**config.mk**
```make
export PLATFORM = sky130hd
export DESIGN_NAME = circular_deque_top
export DESIGN_NICKNAME = d
export VERILOG_FILES = /design/src/rtl/cdeq_pkg.sv /design/src/rtl/circular_deque_top.sv /design/src/rtl/cdeq_ram.sv /design/src/rtl/cdeq_ctrl.sv /design/src/rtl/cdeq_dp.sv
export SDC_FILE = /design/constraint.sdc
export NUM_CORES = 1
export LEC_CHECK = 0
export ABC_AREA = 1
export BUFFER_PORTS_ARGS = -buffer_cell sky130_fd_sc_hd__buf_2
export CELL_PAD_IN_SITES_DETAIL_PLACEMENT = 0
export CELL_PAD_IN_SITES_GLOBAL_PLACEMENT = 1
export CORE_MARGIN = 2
export CORE_UTILIZATION = 52
export CTS_CLUSTER_SIZE = 24
export DETAILED_ROUTE_END_ITERATION = 12
export GPL_ROUTABILITY_DRIVEN = 0
export GPL_TIMING_DRIVEN = 0
export PLACE_DENSITY_LB_ADDON = 0.1
export SETUP_SLACK_MARGIN = 0.5
export SLEW_MARGIN = 20
export SYNTH_ARGS = -nofsm -noshare
export SYNTH_HDL_FRONTEND = slang
export SYNTH_SLANG_ARGS = --single-unit
```
**constraint.sdc**
```tcl
create_clock -name clock -period 10.3 [get_ports clock]
set_clock_uncertainty 0.15 [all_clocks]
set_input_delay 1.03 -clock clock [delete_from_list [all_inputs] [get_ports clock]]
set_output_delay 1.03 -clock clock [all_outputs]
set_load 0.03 [all_outputs]
```
**src/rtl/cdeq_pkg.sv**
```systemverilog
// Shared types and constants for the circular deque block.
// No dependencies; every other file of the block but cdeq_ram imports this package.
`timescale 1ns / 1ps
`default_nettype none

package cdeq_pkg;

   // Storage geometry and field widths.
   localparam int DEPTH      = 8;
   localparam int DATA_WIDTH = 32;
   localparam int IDX_W      = $clog2(DEPTH);
   localparam int CNT_W      = 4;
   localparam int CAP_W      = 4;

   // Capacity after reset.
   localparam logic [CAP_W-1:0] CAP_RESET = CAP_W'(DEPTH);

   // Operation codes carried by a request beat.
   typedef enum logic [1:0] {
      ACT_PUSH_REAR  = 2'd0,
      ACT_PUSH_FRONT = 2'd1,
      ACT_POP_REAR   = 2'd2,
      ACT_POP_FRONT  = 2'd3
   } action_type;

   // Completion codes carried by a response beat.
   typedef enum logic [1:0] {
      STATUS_DONE  = 2'd0,
      STATUS_FULL  = 2'd1,
      STATUS_EMPTY = 2'd2
   } status_type;

   // Controller states.
   typedef enum logic {
      ST_IDLE = 1'b0,
      ST_READ = 1'b1
   } ctrl_state_type;

   // Commands from the controller to the datapath.
   typedef struct packed {
      logic accept;
      logic csr_write;
      logic load_read;
   } cmd_type;

   // Status from the datapath to the controller.
   typedef struct packed {
      logic read_pending;
   } dp_status_type;

endpackage

`default_nettype wire

```
**src/rtl/circular_deque_top.sv**
```systemverilog
// Channel    Handshake                  Payload
// request    start, busy (accept when   req_action, req_data
//            start and not busy)
// response   rsp_valid strobe, 1 cycle  rsp_value, rsp_status, rsp_occupancy
// csr        csr_valid, csr_ready       csr_data (capacity)
//
// A push, or a pop on an empty queue, is taken while idle and its response
// beat appears the cycle after; busy stays low, so one such beat per cycle.
// A pop that reads a slot raises busy in the ST_READ state while the registered
// read of the slot RAM completes; its response beat is registered from ST_READ.
// Synchronous reset empties the queue and sets the capacity to eight; the
// slot RAM is not cleared. The response side has no back-pressure.
//
// Top level of the circular deque; depends on cdeq_pkg, cdeq_ctrl, cdeq_dp.
`timescale 1ns / 1ps
`default_nettype none

module circular_deque_top
   import cdeq_pkg::*;
(
   input  wire logic                         clock,
   input  wire logic                         reset,
   input  wire logic                         start,
   output      logic                         busy,
   input  wire logic [1:0]                   req_action,
   input  wire logic signed [DATA_WIDTH-1:0] req_data,
   output      logic                         rsp_valid,
   output      logic signed [DATA_WIDTH-1:0] rsp_value,
   output      logic [1:0]                   rsp_status,
   output      logic [CNT_W-1:0]             rsp_occupancy,
   input  wire logic                         csr_valid,
   output      logic                         csr_ready,
   input  wire logic [CAP_W-1:0]             csr_data
);

   cmd_type       cmd;
   dp_status_type status;

   // Sequencing.
   cdeq_ctrl u_ctrl (
      .clock     (clock),
      .reset     (reset),
      .start     (start),
      .csr_valid (csr_valid),
      .status    (status),
      .busy      (busy),
      .csr_ready (csr_ready),
      .cmd       (cmd)
   );

   // Queue state and storage.
   cdeq_dp u_dp (
      .clock         (clock),
      .reset         (reset),
      .cmd           (cmd),
      .req_action    (req_action),
      .req_data      (req_data),
      .csr_data      (csr_data),
      .status        (status),
      .rsp_valid     (rsp_valid),
      .rsp_value     (rsp_value),
      .rsp_status    (rsp_status),
      .rsp_occupancy (rsp_occupancy)
   );

endmodule

`default_nettype wire

```
**src/rtl/cdeq_ram.sv**
```systemverilog
// Generic single-write, single-read RAM with a registered read port.
// Stands alone; width and depth come from its parameters.
`timescale 1ns / 1ps
`default_nettype none

module cdeq_ram #(
   parameter int WIDTH = 32,
   parameter int WORDS = 8
) (
   input  wire logic                     clock,
   input  wire logic                     wr_en,
   input  wire logic [$clog2(WORDS)-1:0] wr_addr,
   input  wire logic [WIDTH-1:0]         wr_data,
   input  wire logic                     rd_en,
   input  wire logic [$clog2(WORDS)-1:0] rd_addr,
   output      logic [WIDTH-1:0]         rd_data
);

   logic [WIDTH-1:0] mem_ff [WORDS];
   logic [WIDTH-1:0] rd_data_ff;

   // Write port.
   always_ff @(posedge clock) begin
      if (wr_en) begin
         mem_ff[wr_addr] <= wr_data;
      end
   end

   // Registered read port.
   always_ff @(posedge clock) begin
      if (rd_en) begin
         rd_data_ff <= mem_ff[rd_addr];
      end
   end

   assign rd_data = rd_data_ff;

endmodule

`default_nettype wire

```
**src/rtl/cdeq_ctrl.sv**
```systemverilog
// Controller state machine of the circular deque: accepts beats and sequences
// the slot read of a pop. Depends on cdeq_pkg.
`timescale 1ns / 1ps
`default_nettype none

module cdeq_ctrl
   import cdeq_pkg::*;
(
   input  wire logic          clock,
   input  wire logic          reset,
   input  wire logic          start,
   input  wire logic          csr_valid,
   input  wire dp_status_type status,
   output      logic          busy,
   output      logic          csr_ready,
   output      cmd_type       cmd
);

   ctrl_state_type state_ff;
   ctrl_state_type state_in;

   // State register.
   always_ff @(posedge clock) begin
      if (reset) begin
         state_ff <= ST_IDLE;
      end else begin
         state_ff <= state_in;
      end
   end

   // Next state and commands.
   always_comb begin
      state_in      = state_ff;
      busy          = 1'b0;
      csr_ready     = 1'b0;
      cmd.accept    = 1'b0;
      cmd.load_read = 1'b0;
      unique case (state_ff)
         ST_IDLE: begin
            csr_ready  = 1'b1;
            cmd.accept = start;
            if (start && status.read_pending) begin
               state_in = ST_READ;
            end
         end
         ST_READ: begin
            busy          = 1'b1;
            cmd.load_read = 1'b1;
            state_in      = ST_IDLE;
         end
         default: begin
            state_in = ST_IDLE;
         end
      endcase
      cmd.csr_write = csr_valid && csr_ready;
   end

endmodule

`default_nettype wire

```
**src/rtl/cdeq_dp.sv**
```systemverilog
// Datapath of the circular deque: pointers, count, capacity, slot RAM and
// the response registers. Depends on cdeq_pkg and cdeq_ram.
`timescale 1ns / 1ps
`default_nettype none

module cdeq_dp
   import cdeq_pkg::*;
(
   input  wire logic                         clock,
   input  wire logic                         reset,
   input  wire cmd_type                      cmd,
   input  wire logic [1:0]                   req_action,
   input  wire logic signed [DATA_WIDTH-1:0] req_data,
   input  wire logic [CAP_W-1:0]             csr_data,
   output      dp_status_type                status,
   output      logic                         rsp_valid,
   output      logic signed [DATA_WIDTH-1:0] rsp_value,
   output      logic [1:0]                   rsp_status,
   output      logic [CNT_W-1:0]             rsp_occupancy
);

   logic [CAP_W-1:0] cap_ff, cap_in;
   logic [CNT_W-1:0] count_ff, count_in;
   logic [IDX_W-1:0] head_ff, head_in;
   logic [IDX_W-1:0] tail_ff, tail_in;

   logic                         rsp_valid_ff, rsp_valid_in;
   logic signed [DATA_WIDTH-1:0] rsp_value_ff, rsp_value_in;
   status_type                   rsp_status_ff, rsp_status_in;
   logic [CNT_W-1:0]             rsp_occ_ff, rsp_occ_in;

   logic [CAP_W-1:0]      cap_eff;
   logic                  is_pop;
   logic                  wr_en;
   logic [IDX_W-1:0]      wr_addr;
   logic                  rd_en;
   logic [IDX_W-1:0]      rd_addr;
   logic [DATA_WIDTH-1:0] rd_data;

   // Step an index forward, wrapping at the capacity.
   function automatic logic [IDX_W-1:0] wrap_up(input logic [IDX_W-1:0] idx,
                                                 input logic [CAP_W-1:0] cap);
      logic [CAP_W-1:0] nxt;
      nxt = CAP_W'(idx) + CAP_W'(1);
      return (nxt >= cap) ? '0 : IDX_W'(nxt);
   endfunction

   // Step an index backward, wrapping at the capacity.
   function automatic logic [IDX_W-1:0] wrap_down(input logic [IDX_W-1:0] idx,
                                                   input logic [CAP_W-1:0] cap);
      return (idx == '0) ? IDX_W'(cap - CAP_W'(1)) : idx - IDX_W'(1);
   endfunction

   // Effective capacity: zero counts as one, anything above the depth saturates.
   always_comb begin
      if (cap_ff == '0) begin
         cap_eff = CAP_W'(1);
      end else if (cap_ff > CAP_W'(DEPTH)) begin
         cap_eff = CAP_W'(DEPTH);
      end else begin
         cap_eff = cap_ff;
      end
   end

   // A pop on a non-empty queue needs the ST_READ state for the slot read.
   assign is_pop              = (req_action == ACT_POP_REAR) || (req_action == ACT_POP_FRONT);
   assign status.read_pending = is_pop && (count_ff != '0);

   // Next-state logic for the pointers, count and response registers.
   always_comb begin
      cap_in        = cap_ff;
      count_in      = count_ff;
      head_in       = head_ff;
      tail_in       = tail_ff;
      rsp_valid_in  = 1'b0;
      rsp_value_in  = rsp_value_ff;
      rsp_status_in = rsp_status_ff;
      rsp_occ_in    = rsp_occ_ff;
      wr_en         = 1'b0;
      wr_addr       = '0;
      rd_en         = 1'b0;
      rd_addr       = '0;

      if (cmd.accept) begin
         case (req_action) inside
            ACT_PUSH_REAR, ACT_PUSH_FRONT: begin
               rsp_valid_in = 1'b1;
               rsp_value_in = '0;
               if (count_ff >= CNT_W'(cap_eff)) begin
                  rsp_status_in = STATUS_FULL;
                  rsp_occ_in    = count_ff;
               end else begin
                  wr_en = 1'b1;
                  if (count_ff == '0) begin
                     head_in = '0;
                     tail_in = '0;
                     wr_addr = '0;
                  end else if (req_action == ACT_PUSH_REAR) begin
                     tail_in = wrap_up(tail_ff, cap_eff);
                     wr_addr = tail_in;
                  end else begin
                     head_in = wrap_down(head_ff, cap_eff);
                     wr_addr = head_in;
                  end
                  count_in      = count_ff + CNT_W'(1);
                  rsp_status_in = STATUS_DONE;
                  rsp_occ_in    = count_in;
               end
            end
            default: begin
               if (count_ff == '0) begin
                  rsp_valid_in  = 1'b1;
                  rsp_value_in  = '1;
                  rsp_status_in = STATUS_EMPTY;
                  rsp_occ_in    = '0;
               end else begin
                  // The value arrives from the RAM's read register in the next cycle.
                  rd_en = 1'b1;
                  if (req_action == ACT_POP_REAR) begin
                     rd_addr = tail_ff;
                     tail_in = wrap_down(tail_ff, cap_eff);
                  end else begin
                     rd_addr = head_ff;
                     head_in = wrap_up(head_ff, cap_eff);
                  end
                  count_in = count_ff - CNT_W'(1);
                  if (count_in == '0) begin
                     head_in = '0;
                     tail_in = '0;
                  end
                  rsp_status_in = STATUS_DONE;
                  rsp_occ_in    = count_in;
               end
            end
         endcase
      end

      // Finish a pop with the slot just read.
      if (cmd.load_read) begin
         rsp_valid_in = 1'b1;
         rsp_value_in = rd_data;
      end

      // A capacity write also empties the queue.
      if (cmd.csr_write) begin
         cap_in   = csr_data;
         count_in = '0;
         head_in  = '0;
         tail_in  = '0;
      end
   end

   // Control registers.
   always_ff @(posedge clock) begin
      if (reset) begin
         cap_ff       <= CAP_RESET;
         count_ff     <= '0;
         head_ff      <= '0;
         tail_ff      <= '0;
         rsp_valid_ff <= 1'b0;
      end else begin
         cap_ff       <= cap_in;
         count_ff     <= count_in;
         head_ff      <= head_in;
         tail_ff      <= tail_in;
         rsp_valid_ff <= rsp_valid_in;
      end
   end

   // Response payload registers.
   always_ff @(posedge clock) begin
      rsp_value_ff  <= rsp_value_in;
      rsp_status_ff <= rsp_status_in;
      rsp_occ_ff    <= rsp_occ_in;
   end

   // Slot storage.
   cdeq_ram #(
      .WIDTH (DATA_WIDTH),
      .WORDS (DEPTH)
   ) u_slots (
      .clock   (clock),
      .wr_en   (wr_en),
      .wr_addr (wr_addr),
      .wr_data (req_data),
      .rd_en   (rd_en),
      .rd_addr (rd_addr),
      .rd_data (rd_data)
   );

   assign rsp_valid     = rsp_valid_ff;
   assign rsp_value     = rsp_value_ff;
   assign rsp_status    = rsp_status_ff;
   assign rsp_occupancy = rsp_occ_ff;

endmodule

`default_nettype wire

```
==> impl_results.md, run 1 <==
* Final Net Count at 1740
* CP endpoint: u_dp.u_slots.mem_ff[5][15]
* Reg2reg start: u_dp.cap_ff[1]
* # DRC at 0
* Row Count at 62
* Status: finished, final reports clean
* Hold Vio Cnt, Final at 0
* Number of synthesized flops with an enable pin at 326
* Die width at 176 um
* Startpoint types: flip-flop
* FF-to-FF End: u_dp.u_slots.mem_ff[5][15]
* CP top delay family: simple AND/OR/NAND/NOR gates
* Worst r2r path cells at 14
* Fin worst setup slack at 6.62 ns
* Design area at 17800 sq um
* Top-count cell post-synth: nand2_1
* First-pass GRT wire length at 54500 um
* Maximum vdd drop at 173 uV
* Period Utilization, post-route at 35.7%
* Rel. slew slack at 48.8%
* Finished Layout Cells at 2088
* Overflow after GRT at 0
* Async SR Flop Fraction at 0%
* Vias in the first global route at 9937
* TritonCTS clock tree: yes
* Netlist Area Pre-Place at 15300 sq um
* Initial DRC count at 740
* Vias per cell at 4.98
* Crit Path Max Fanout at 17
* Layout cells sized above 1 at 12.4%
* Largest net degree at the start of global routing at 35
* Placed Cells incl. Taps at 2020
* Final WL at 35500 um
* Initial antenna violation count at 0
* Area delta synth->final at 16.3%
* Placement Cell Area at 16600 sq um
* Deepest level of the CTS H-tree at 2
* Placement Setup Slack at 6.60 ns
* Synth area leader: edfxtp_1
* Final min period at 3.68 ns
* Syn Nets at 1607
* Worst Hold Class: reg -> reg
* Stages on the worst setup path at 14
* Final ANT Viol Nets at 0
* Hold Buf Count CTS at 0
* Clock buffer count from CTS at 38
* DP Wirelength at 22900 um
* Max Cap Viol at 0
* Hold WS at 0.356 ns
* Slowest stage cell, crit path: nor2_4
* Worst Path Buf+Inv at 2
* Clock latency on the worst-skew pair at 0.53 ns
* Clk sink count at 342
* Pre-antenna DRT Iters at 5
* Power Dens Cells at 179 nW/um^2
* Synthesis Warnings at 0
* Die Span Y at 176 um
* Vias at 10400
* Avg Synthesized Cell Area at 9.94 sq um
* Top cell type's share of synthesized area at 63.9%
* CP cell instances: nor2_1 > nor2_1 > nor2_1 > ha_1 > inv_1 > nand2_1 > nand2_1 > nand2_1 > nand2_1 > nand4_1 > nor2_1 > nand2_1 > nor2_4 > buf_16
* Fmax at 272 MHz
* Syn Inst Count at 1543
* Routed length per placed instance at 17.0 um
* Worst reg-to-reg setup slack at 6.62 ns
* Crit path launch: u_dp.cap_ff[1]
* Commonest cells in the netlist: nand2_1, edfxtp_1, inv_1
* Worst-path clk slew at 0.06 ns
* Port bufs at 81
* Die ar. at 30900 sq um
* Post_cts resized at 0
* RSZ-0062 raised after global routing: no
* Critical path's largest stage delay at 0.66 ns
* CP Data Required Time at 10.38 ns
* CORE AREA at 28900 sq um
* Starting density of the core at 53.1%
* I/O pin total at 83
* Final setup TNS at 0 ns
* Clk buf depth at 3
* Gr usage total at 23.4%
* Pleak at 8.13 nW
* Top cells by area, synth: edfxtp_1, nand2_1, inv_1
* Synth cell types at 32
* Slew Limit Fails at 0
* Crit end category: flip-flop
* Post-CTS setup buffer count at 0
* Worst EP arrival at 3.76 ns
* Clock root buffer: clkbuf_16
* Sequential area share after synthesis at 65.9%
* CP dominant cell by count: nand2_1
* Ys flop type: edfxtp_1
* ANT cells at 0
* Critical path type: reg -> reg
* Worst slew pin tran at 0.767 ns
* Synthesized flop and latch total at 342
* Setup Viol. Count Final at 0
-- worst min-delay path, stage by stage, from the launching register on --
cell and delay (ns):
dfxtp_1 0.32, nor2_1 0.10, nor2_1 0.05
-- flip-flops by register name, summed over array words and instances, names as in the netlist --
name and flops:
u_dp.u_slots.mem_ff 256, u_dp.rsp_value 32, u_dp.u_slots.rd_data 32, u_dp.cap_ff 4, u_dp.count_ff 4, u_dp.rsp_occupancy 4
u_dp.head_ff 3, u_dp.tail_ff 3, u_dp.rsp_status 2, u_ctrl.state_ff 1, u_dp.rsp_valid 1
-- cells in the final DEF (no fill, tap or decap), types with 10 or more instances in the layout --
cell type / count
nand2_1: 569
edfxtp_1: 326
inv_1: 304
nand3_1: 152
buf_2: 93
clkbuf_16: 39
nor2_1: 30
ha_1: 22
buf_4: 19
o21ai_0: 17
dfxtp_1: 16
clkbuf_1: 15
a21oi_1: 11
buf_6: 10
-- where the power goes --
part | internal [mW] | total (mW) | leakage (nW) | switching (mW)
registers | 1.58 | 1.59 | 3.11 | 0.0127
logic | 0.0753 | 0.254 | 4.43 | 0.179
clock network | 0.805 | 1.34 | 0.600 | 0.539
total | 2.46 | 3.19 | 8.13 | 0.730
-- how the worst min path moves through the flow --
stage          depth (start not counted)                      from                  to
3_3_place_gp                           2            u_dp.cap_ff[0]      u_dp.cap_ff[0]
2_1_floorplan                          2            u_dp.cap_ff[0]      u_dp.cap_ff[0]
3_5_place_dp                           2   u_dp.u_slots.rd_data[0]   u_dp.rsp_value[0]
4_1_cts                                2            u_dp.cap_ff[2]      u_dp.cap_ff[2]
5_1_grt                                2  u_dp.u_slots.rd_data[10]  u_dp.rsp_value[10]
6_report                               2            u_dp.cap_ff[2]      u_dp.cap_ff[2]
-- layout make-up --
type / instances / area [sq um]
clock inverters: 21 / 223
well taps: 384 / 480
clock buffers: 47 / 1020
inverters: 309 / 1160
multi-input cells: 837 / 3750
plain buffers: 55 / 383
flip-flops and latches: 342 / 10100
fillers: 2436 / 11000
repair buffers: 93 / 713
-- kinds of logic (layout without fill, tap and decap cells) --
family                   count (synthesis)  count (layout)  share of synthesized area (%)
buffers and inverters                  364             525                           10.1
adder cells (fa/ha/maj)                 22              22                           1.80
AO/OA/AOI/OAI                           32              32                           1.09
AND/OR/NAND/NOR                        778             778                           20.8
flip-flops                             342             342                           65.9
XOR/XNOR                                 5               5                          0.286
-- metal layers --
metal	track usage, %	vias to the layer above	share of wire, %
li1	-	5144	-
met1	31.4	4870	43
met2	40.1	329	49
met3	3.14	57	6.0
met4	6.61	0	2.3
met5	0	-	0
-- stage by stage --
stage | util (%) | total power [mW]
2_1_floorplan | - | 1.77
3_3_place_gp | 56.2 | 1.86
3_5_place_dp | 57.5 | 1.87
4_1_cts | 61.8 | 3.21
5_1_grt | 61.8 | 3.29
6_report | 61.8 | 3.19
Note: power is estimated with default switching activity, not from simulation.
==> run 2: changes to the inputs <==
--- a/config.mk
+++ b/config.mk
@@ -10,7 +10,7 @@
 export CELL_PAD_IN_SITES_DETAIL_PLACEMENT = 0
 export CELL_PAD_IN_SITES_GLOBAL_PLACEMENT = 1
 export CORE_MARGIN = 2
-export CORE_UTILIZATION = 52
+export CORE_UTILIZATION = 48
 export CTS_CLUSTER_SIZE = 24
 export DETAILED_ROUTE_END_ITERATION = 12
 export GPL_ROUTABILITY_DRIVEN = 0
==> constraint.sdc (replaced) <==
create_clock -name clock -period 3.8 [get_ports clock]
set_clock_uncertainty 0.15 [all_clocks]
set_input_delay 0.38 -clock clock [delete_from_list [all_inputs] [get_ports clock]]
set_output_delay 0.38 -clock clock [all_outputs]
set_load 0.03 [all_outputs]
==> run 2 against run 1 <==
  * Non-clock buffer count grew 38
  * Routed wire length shrank 0.34%
  * Cell area grew 1.8%
==> impl_results.md, run 2 (synthesis gave the netlist of run 1 again) <==
* Status: finished, final reports clean
* CORE AREA at 31500 sq um (+9.1%)
* Most frequent cells in the layout: nand2_1, edfxtp_1, inv_1, nand3_1, buf_2
* CP Data Required Time at 3.88 ns (-6.50 ns)
* Switching Fraction at 22.6% (-0.33 points)
* # DRC at 0 (unchanged)
* Initial DRC count at 582 (-21%)
* Max FFs per register at 256 (unchanged)
* Gr usage total at 21.7% (-1.6 points)
* Startpoint types: flip-flop
* Maximum vdd drop at 347 uV (+100%)
* Part of the power in registers at 51.3% (+1.4 points)
* Final WL at 35400 um (-0.34%)
* Clock network power share at 40.3% (-1.9 points)
* Pre-antenna DRT Iters at 5 (unchanged)
* Routed length per placed instance at 16.5 um (-2.8%)
* Vias at 10300 (-0.84%)
* Hold WS at 0.00816 ns (-0.348 ns)
* Finished Layout Cells at 2141 (+2.5%)
* Overflow after GRT at 0 (unchanged)
* FF-to-FF End: u_dp.u_slots.mem_ff[7][19]
* Vias per cell at 4.82 (-3.3%)
* Die width at 183 um (+4.0%)
* Fmax at 326 MHz (+20%)
* DP Wirelength at 23600 um (+3.1%)
* Worst EP arrival at 3.15 ns (-0.61 ns)
* Placement Setup Slack at 0.114 ns (-6.49 ns)
* Worst slew pin tran at 0.817 ns (+0.0499 ns)
* Hold Path Stages at 1 (-1)
* RSZ-0062 raised after global routing: yes
* Largest register by flop count: u_dp.u_slots.mem_ff
* ANT cells at 0 (unchanged)
* Reg2reg start: u_dp.tail_ff[0]
* TritonCTS clock tree: yes
* Vias in the first global route at 9842 (-0.96%)
* Setup Viol. Count Final at 0 (unchanged)
* Placed Cells incl. Taps at 2039 (+0.94%)
* Port bufs at 81 (unchanged)
* Row Count at 65 (+4.8%)
* Worst reg-to-reg setup slack at 0.73 ns (-5.89 ns)
* Clk buf depth at 3 (unchanged)
* Cell Int Power at 6.50 mW (+160%)
* I/O pin total at 83 (unchanged)
* CP endpoint: u_dp.u_slots.mem_ff[7][19]
* Critical path type: reg -> reg
* Comb pwr share at 8.4% (+0.4 points)
* Rel. slew slack at 45.3% (-3.5 points)
* Crit path launch: u_dp.tail_ff[0]
* Die Span Y at 183 um (+4.0%)
* Final setup TNS at 0 ns (unchanged)
* Clk sink count at 342 (unchanged)
* Clock buffer count from CTS at 38 (unchanged)
* First-pass GRT wire length at 54500 um (about the same)
* Largest net degree at the start of global routing at 35 (unchanged)
* Deepest level of the CTS H-tree at 2 (unchanged)
* Power Dens Cells at 463 nW/um^2 (+160%)
* Final min period at 3.07 ns (-0.609 ns)
* Hold Vio Cnt, Final at 0 (unchanged)
* Starting density of the core at 48.7% (-4.4 points)
* Worst r2r path cells at 12 (-2)
* Number of fill cells in the layout at 2726 (+12%)
* Die ar. at 33400 sq um (+8.1%)
* Layout cells sized above 1 at 12.5% (+0.096 points)
* Max Cap Viol at 0 (unchanged)
* Period Utilization, post-route at 80.8% (+45 points)
* Clock root buffer: clkbuf_16
* Final ANT Viol Nets at 0 (unchanged)
* Crit end category: flip-flop
* Slew Limit Fails at 0 (unchanged)
* Worst Hold Class: in -> reg
* Switch Pwr at 1.90 mW (+160%)
* Initial antenna violation count at 1 (+1)
* Area delta synth->final at 18.4%
* Final Net Count at 1778 (+2.2%)
* Fin worst setup slack at 0.730 ns (-5.89 ns)
* Pleak at 8.26 nW (+1.5%)
* Total power draw at 8.40 mW (+160%)
* Clock latency on the worst-skew pair at 0.52 ns (about the same)
* Crit Path Max Fanout at 13 (-4)
* Commonest non-fill, non-tap cell in the layout: nand2_1
* Worst-path clk slew at 0.06 ns (about the same)
[run 2: worst min path at each step]
stage / to / slack, ns / from
2_1_floorplan: u_ctrl.state_ff / 0.30 / reset
3_3_place_gp: u_dp.cap_ff[0] / 0.33 / u_dp.cap_ff[0]
3_5_place_dp: u_dp.cap_ff[0] / 0.34 / u_dp.cap_ff[0]
4_1_cts: u_dp.u_slots.mem_ff[6][2] / 0.002 / req_data[2]
5_1_grt: u_dp.u_slots.mem_ff[2][7] / 0.02 / req_data[7]
6_report: u_dp.u_slots.mem_ff[4][7] / 0.008 / req_data[7]
[run 2: critical path, cell delays in order, from the launching register on]
cell	delay, ns
dfxtp_1	0.42
inv_1	0.16
ha_1	0.39
ha_1	0.29
o21ai_0	0.07
nand2_1	0.06
nand2_1	0.17
nand4_1	0.11
nand2_1	0.15
nand3_1	0.22
nor2_4	0.23
buf_16	0.17
buf_8	0.17
[run 2: layout make-up]
| type | count | area [sq um] | area share (%) |
|---|---|---|---|
| multi-input cells | 837 | 3770 | 20.7 |
| flip-flops and latches | 342 | 10100 | 55.7 |
| well taps | 402 | 503 | 2.77 |
| clock buffers | 49 | 1010 | 5.58 |
| plain buffers | 55 | 383 | 2.11 |
| clock inverters | 16 | 120 | 0.662 |
| inverters | 309 | 1160 | 6.40 |
| repair buffers | 131 | 1090 | 6.02 |
[run 2: routing by layer]
layer / global-route usage (%) / part of all wire [%] / vias up
met4: 7.32 / 2.9 / 2
met3: 3.45 / 5.1 / 69
met2: 36.8 / 47 / 237
li1: - / - / 5214
met1: 28.7 / 45 / 4791
met5: 0 / 0.020 / -
[run 2: what timing repair did]
| item | in CTS | in global routing |
|---|---|---|
| pin swaps | 8 | 0 |
| setup endpoints to repair | 227 | 251 |
| setup buffers | 10 | 0 |
| hold buffers | 27 | 0 |
| gates cloned | 0 | 0 |
| gates resized for setup | 1 | 6 |
| hold endpoints to repair | 181 | 0 |
[run 2: metrics by stage]
step | utilization (%) | cell area, sq um
after global placement | 51.6 | 16300
after floorplan | - | 15300
after global routing | 57.7 | 18200
final | 57.7 | 18200
after detailed placement | 52.8 | 16600
after CTS | 57.6 | 18100
[run 2: power groups by stage]
stage | clock network, mW | registers, mW | logic [mW]
floorplan | 0 | 4.47 | 0.337
global placement | 0 | 4.40 | 0.638
detailed placement | 0 | 4.39 | 0.676
CTS | 3.45 | 4.31 | 0.709
global route | 3.59 | 4.32 | 0.792
finish | 3.38 | 4.31 | 0.705
==> run 3: changes to the inputs <==
--- a/config.mk
+++ b/config.mk
@@ -5,12 +5,12 @@
 export SDC_FILE = /design/constraint.sdc
 export NUM_CORES = 1
 export LEC_CHECK = 0
-export ABC_AREA = 1
+export ABC_AREA = 0
 export BUFFER_PORTS_ARGS = -buffer_cell sky130_fd_sc_hd__buf_2
 export CELL_PAD_IN_SITES_DETAIL_PLACEMENT = 0
 export CELL_PAD_IN_SITES_GLOBAL_PLACEMENT = 1
 export CORE_MARGIN = 2
-export CORE_UTILIZATION = 48
+export CORE_UTILIZATION = 46
 export CTS_CLUSTER_SIZE = 24
 export DETAILED_ROUTE_END_ITERATION = 12
 export GPL_ROUTABILITY_DRIVEN = 0
==> constraint.sdc (replaced) <==
create_clock -name clock -period 2.7 [get_ports clock]
set_clock_uncertainty 0.15 [all_clocks]
set_input_delay 0.27 -clock clock [delete_from_list [all_inputs] [get_ports clock]]
set_output_delay 0.27 -clock clock [all_outputs]
set_load 0.03 [all_outputs]
==> run 3 against run 2 <==
  * First-iteration DRC count is 33% higher
  * Setup slack worse by 0.94 ns
  * The flow now finishes with violations (setup timing)
  * Critical path type unchanged
  * Highest routed layer is now met4
  * Sequential power is 39% higher
  * Largest cell class unchanged
==> impl_results.md, run 3 <==
* Status: finished with violations
* Violated checks: setup timing
* RSZ-0062 raised after global routing: yes
* Hold Vio Cnt, Final at 0 (unchanged)
* Stages on the worst setup path at 13 (+1)
* Clock network power share at 40.7% (+0.4 points)
* Maximum vdd drop at 419 uV (+21%)
* Slowest stage cell, crit path: dfxtp_4
* Final ANT Viol Nets at 0 (unchanged)
* Row Count at 64 (-1.5%)
* Netlist Area Pre-Place at 14100 sq um (-8.3%)
* Sequential area share after synthesis at 71.9% (+5.9 points)
* Most frequent cells in the layout: edfxtp_1, nand2_1, buf_2, nand3_1, mux2i_1
* CORE AREA at 30300 sq um (-3.6%)
* Critical path's largest stage delay at 0.38 ns (-0.04 ns)
* Placement Setup Slack at -0.829 ns (-0.943 ns)
* Starting density of the core at 46.3% (-2.4 points)
* Synth cell types at 60 (+88%)
* Worst Hold Class: in -> reg
* Switch Pwr at 2.72 mW (+43%)
* Startpoint types: flip-flop
* Syn Inst Count at 992 (-36%)
* Synthesized flop and latch total at 342 (unchanged)
* Synth area leader: edfxtp_1
* Clk buf depth at 3 (unchanged)
* Die ar. at 32000 sq um (-4.2%)
* Fin worst setup slack at -0.211 ns (-0.941 ns)
* Switching Fraction at 22.5% (-0.043 points)
* First-pass GRT wire length at 56000 um (+2.7%)
* Crit end category: flip-flop
* Crit path launch: u_dp.tail_ff[1]
* Final WL at 40200 um (+14%)
* Deepest level of the CTS H-tree at 2 (unchanged)
* Gr usage total at 24.5% (+2.8 points)
* Clock root buffer: clkbuf_16
* Top cell type's share of synthesized area at 69.6% (+5.7 points)
* CP cell instances: ha_4 > xor2_4 > ha_4 > o21a_1 > nor2_2 > a21oi_2 > buf_6 > o2bb2ai_2 > nand2_4 > buf_12 > nor2_4 > buf_12 > buf_16
* Clock latency on the worst-skew pair at 0.52 ns (about the same)
* Fmax at 344 MHz (+5.5%)
* Port bufs at 82 (+1.2%)
* Largest register by flop count: u_dp.u_slots.mem_ff
* Ys flop type: edfxtp_1
* Final min period at 2.91 ns (-0.159 ns)
* Final Net Count at 1352 (-24%)
* Vias in the first global route at 8934 (-9.2%)
* Synthesis Warnings at 0 (unchanged)
* Power Dens Cells at 611 nW/um^2 (+32%)
* CP Data Required Time at 2.77 ns (-1.11 ns)
* Slew Limit Fails at 0 (unchanged)
* Avg Synthesized Cell Area at 14.2 sq um (+43%)
* Commonest non-fill, non-tap cell in the layout: edfxtp_1
* CP top delay family: buffers and inverters
* Syn Nets at 1056 (-34%)
* Setup Viol. Count Final at 256 (+256)
* Die Span Y at 179 um (-2.1%)
* Area delta synth->final at 40.2%
* Worst Path Buf+Inv at 4 (+1)
* Worst EP arrival at 2.98 ns (-0.17 ns)
* Critical path type: reg -> reg
* TritonCTS clock tree: yes
* Comb pwr share at 9.5% (+1.1 points)
* Worst-path clk slew at 0.06 ns (about the same)
* Reg2reg start: u_dp.tail_ff[1]
* I/O pin total at 83 (unchanged)
* Largest net degree at the start of global routing at 34 (-2.9%)
* Layout cells sized above 1 at 33.4% (+21 points)
* Worst slew pin tran at 0.848 ns (+0.0310 ns)
* Worst r2r path cells at 13 (+1)
* Pleak at 7.37 nW (-11%)
* Initial DRC count at 775 (+33%)
* Clk sink count at 342 (unchanged)
* Total power draw at 12.0 mW (+43%)
* Max Cap Viol at 0 (unchanged)
* Pre-antenna DRT Iters at 5 (unchanged)
* Rel. slew slack at 42.4% (-3.0 points)
* Die width at 179 um (-2.1%)
* Vias at 9385 (-9.0%)
* Number of synthesized flops with an enable pin at 326 (unchanged)
* DP Wirelength at 21300 um (-9.7%)
* Vias per cell at 5.49 (+14%)
* Top cells by area, synth: edfxtp_1, nand2_1, mux2i_1
* # DRC at 0 (unchanged)
* Cell Int Power at 9.33 mW (+44%)
* Period Utilization, post-route at 108% (+27 points)
* Overflow after GRT at 0 (unchanged)
* ANT cells at 0 (unchanged)
* Hold Path Stages at 4 (+3)
* Critical hold path startpoint: req_action[0]
* Initial antenna violation count at 0 (-1)
* Max FFs per register at 256 (unchanged)
* Routed length per placed instance at 23.5 um (+42%)
* Commonest cells in the netlist: edfxtp_1, nand2_1, mux2i_1
* Number of fill cells in the layout at 2187 (-20%)
* Clock buffer count from CTS at 37 (-2.6%)
* Crit Path Max Fanout at 14 (+1)
* Part of the power in registers at 49.8% (-1.5 points)
* Async SR Flop Fraction at 0% (unchanged)
* Top-count cell post-synth: edfxtp_1
## run 3: per-stage QoR
stage          util, %  hold WS [ns]  cell area, sq um  std cells  TNS (ns)
2_1_floorplan        -         0.185             14300        992    -64.80
3_3_place_gp      50.3         0.346             15300       1470   -269.79
3_5_place_dp      51.1         0.356             15500       1481   -164.61
4_1_cts           63.1      0.000211             19100       1697    -33.07
5_1_grt           65.0        0.0449             19700       1711    -67.23
6_report          65.0        0.0256             19700       1711    -40.66
## run 3: power by group through the flow
stage,combinational [mW],clock (mW),sequential [mW]
6_report,1.14,4.91,6.00
5_1_grt,1.22,5.19,6.00
4_1_cts,1.03,4.98,5.99
3_5_place_dp,0.743,0,6.11
3_3_place_gp,0.727,0,6.11
2_1_floorplan,0.375,0,6.21
## run 3: cell type report
| class | count | area (sq um) | share of cell area, % |
|---|---|---|---|
| sequential | 342 | 10100 | 51.4 |
| multi-input combinational | 582 | 4470 | 22.6 |
| timing repair buffer | 253 | 2870 | 14.5 |
| clock buffer | 47 | 995 | 5.04 |
| buffer | 56 | 500 | 2.54 |
| tap | 396 | 495 | 2.51 |
| clock inverter | 19 | 176 | 0.894 |
| inverter | 15 | 80.1 | 0.406 |
| timing repair inverter | 1 | 8.76 | 0.0444 |
## run 3: worst register-to-register path: cells and delay by family (launching register included)
family | cells | cell delay (ns)
AOI/OAI and AO/OA | 3 | 0.53
xor gates and xnor gates | 1 | 0.17
adders and majority gates | 2 | 0.38
buffers and inverters | 4 | 0.59
DFF | 1 | 0.38
and+or+nand+nor | 3 | 0.40
## run 3: final timing paths
path | slack, ns | end
hold reg to reg | 0.37 | u_dp.rsp_value[13]
setup reg to reg | -0.21 | u_dp.u_slots.mem_ff[6][0]
hold / removal | 0.03 | u_dp.tail_ff[0]
setup / recovery | -0.21 | u_dp.u_slots.mem_ff[6][0]
## run 3: timing repair
item	4_1_cts	5_1_grt
pin swaps	43	31
hold endpoints to repair	262	0
gates cloned	18	3
buffers inserted	91	11
gates resized for setup	154	82
hold buffers	41	0
endpoints found under the setup margin	366	379
## run 3: metal layers
| metal | part of all wire (%) | routed length (um) | track usage [%] |
|---|---|---|---|
| met5 | 0 | 0 | 0 |
| met4 | 2.3 | 941 | 7.42 |
| met3 | 7.5 | 3010 | 5.32 |
| met2 | 48 | 19300 | 39.9 |
| met1 | 42 | 17000 | 33.2 |
## run 3: kinds of logic after synthesis
group,after synthesis,share of synthesized area [%]
buf+inv,71,2.64
fa+ha+maj,22,1.96
simple gates,359,11.4
mux,72,5.25
xor+xnor,7,0.436
flops,342,71.9
compound gates,119,6.49
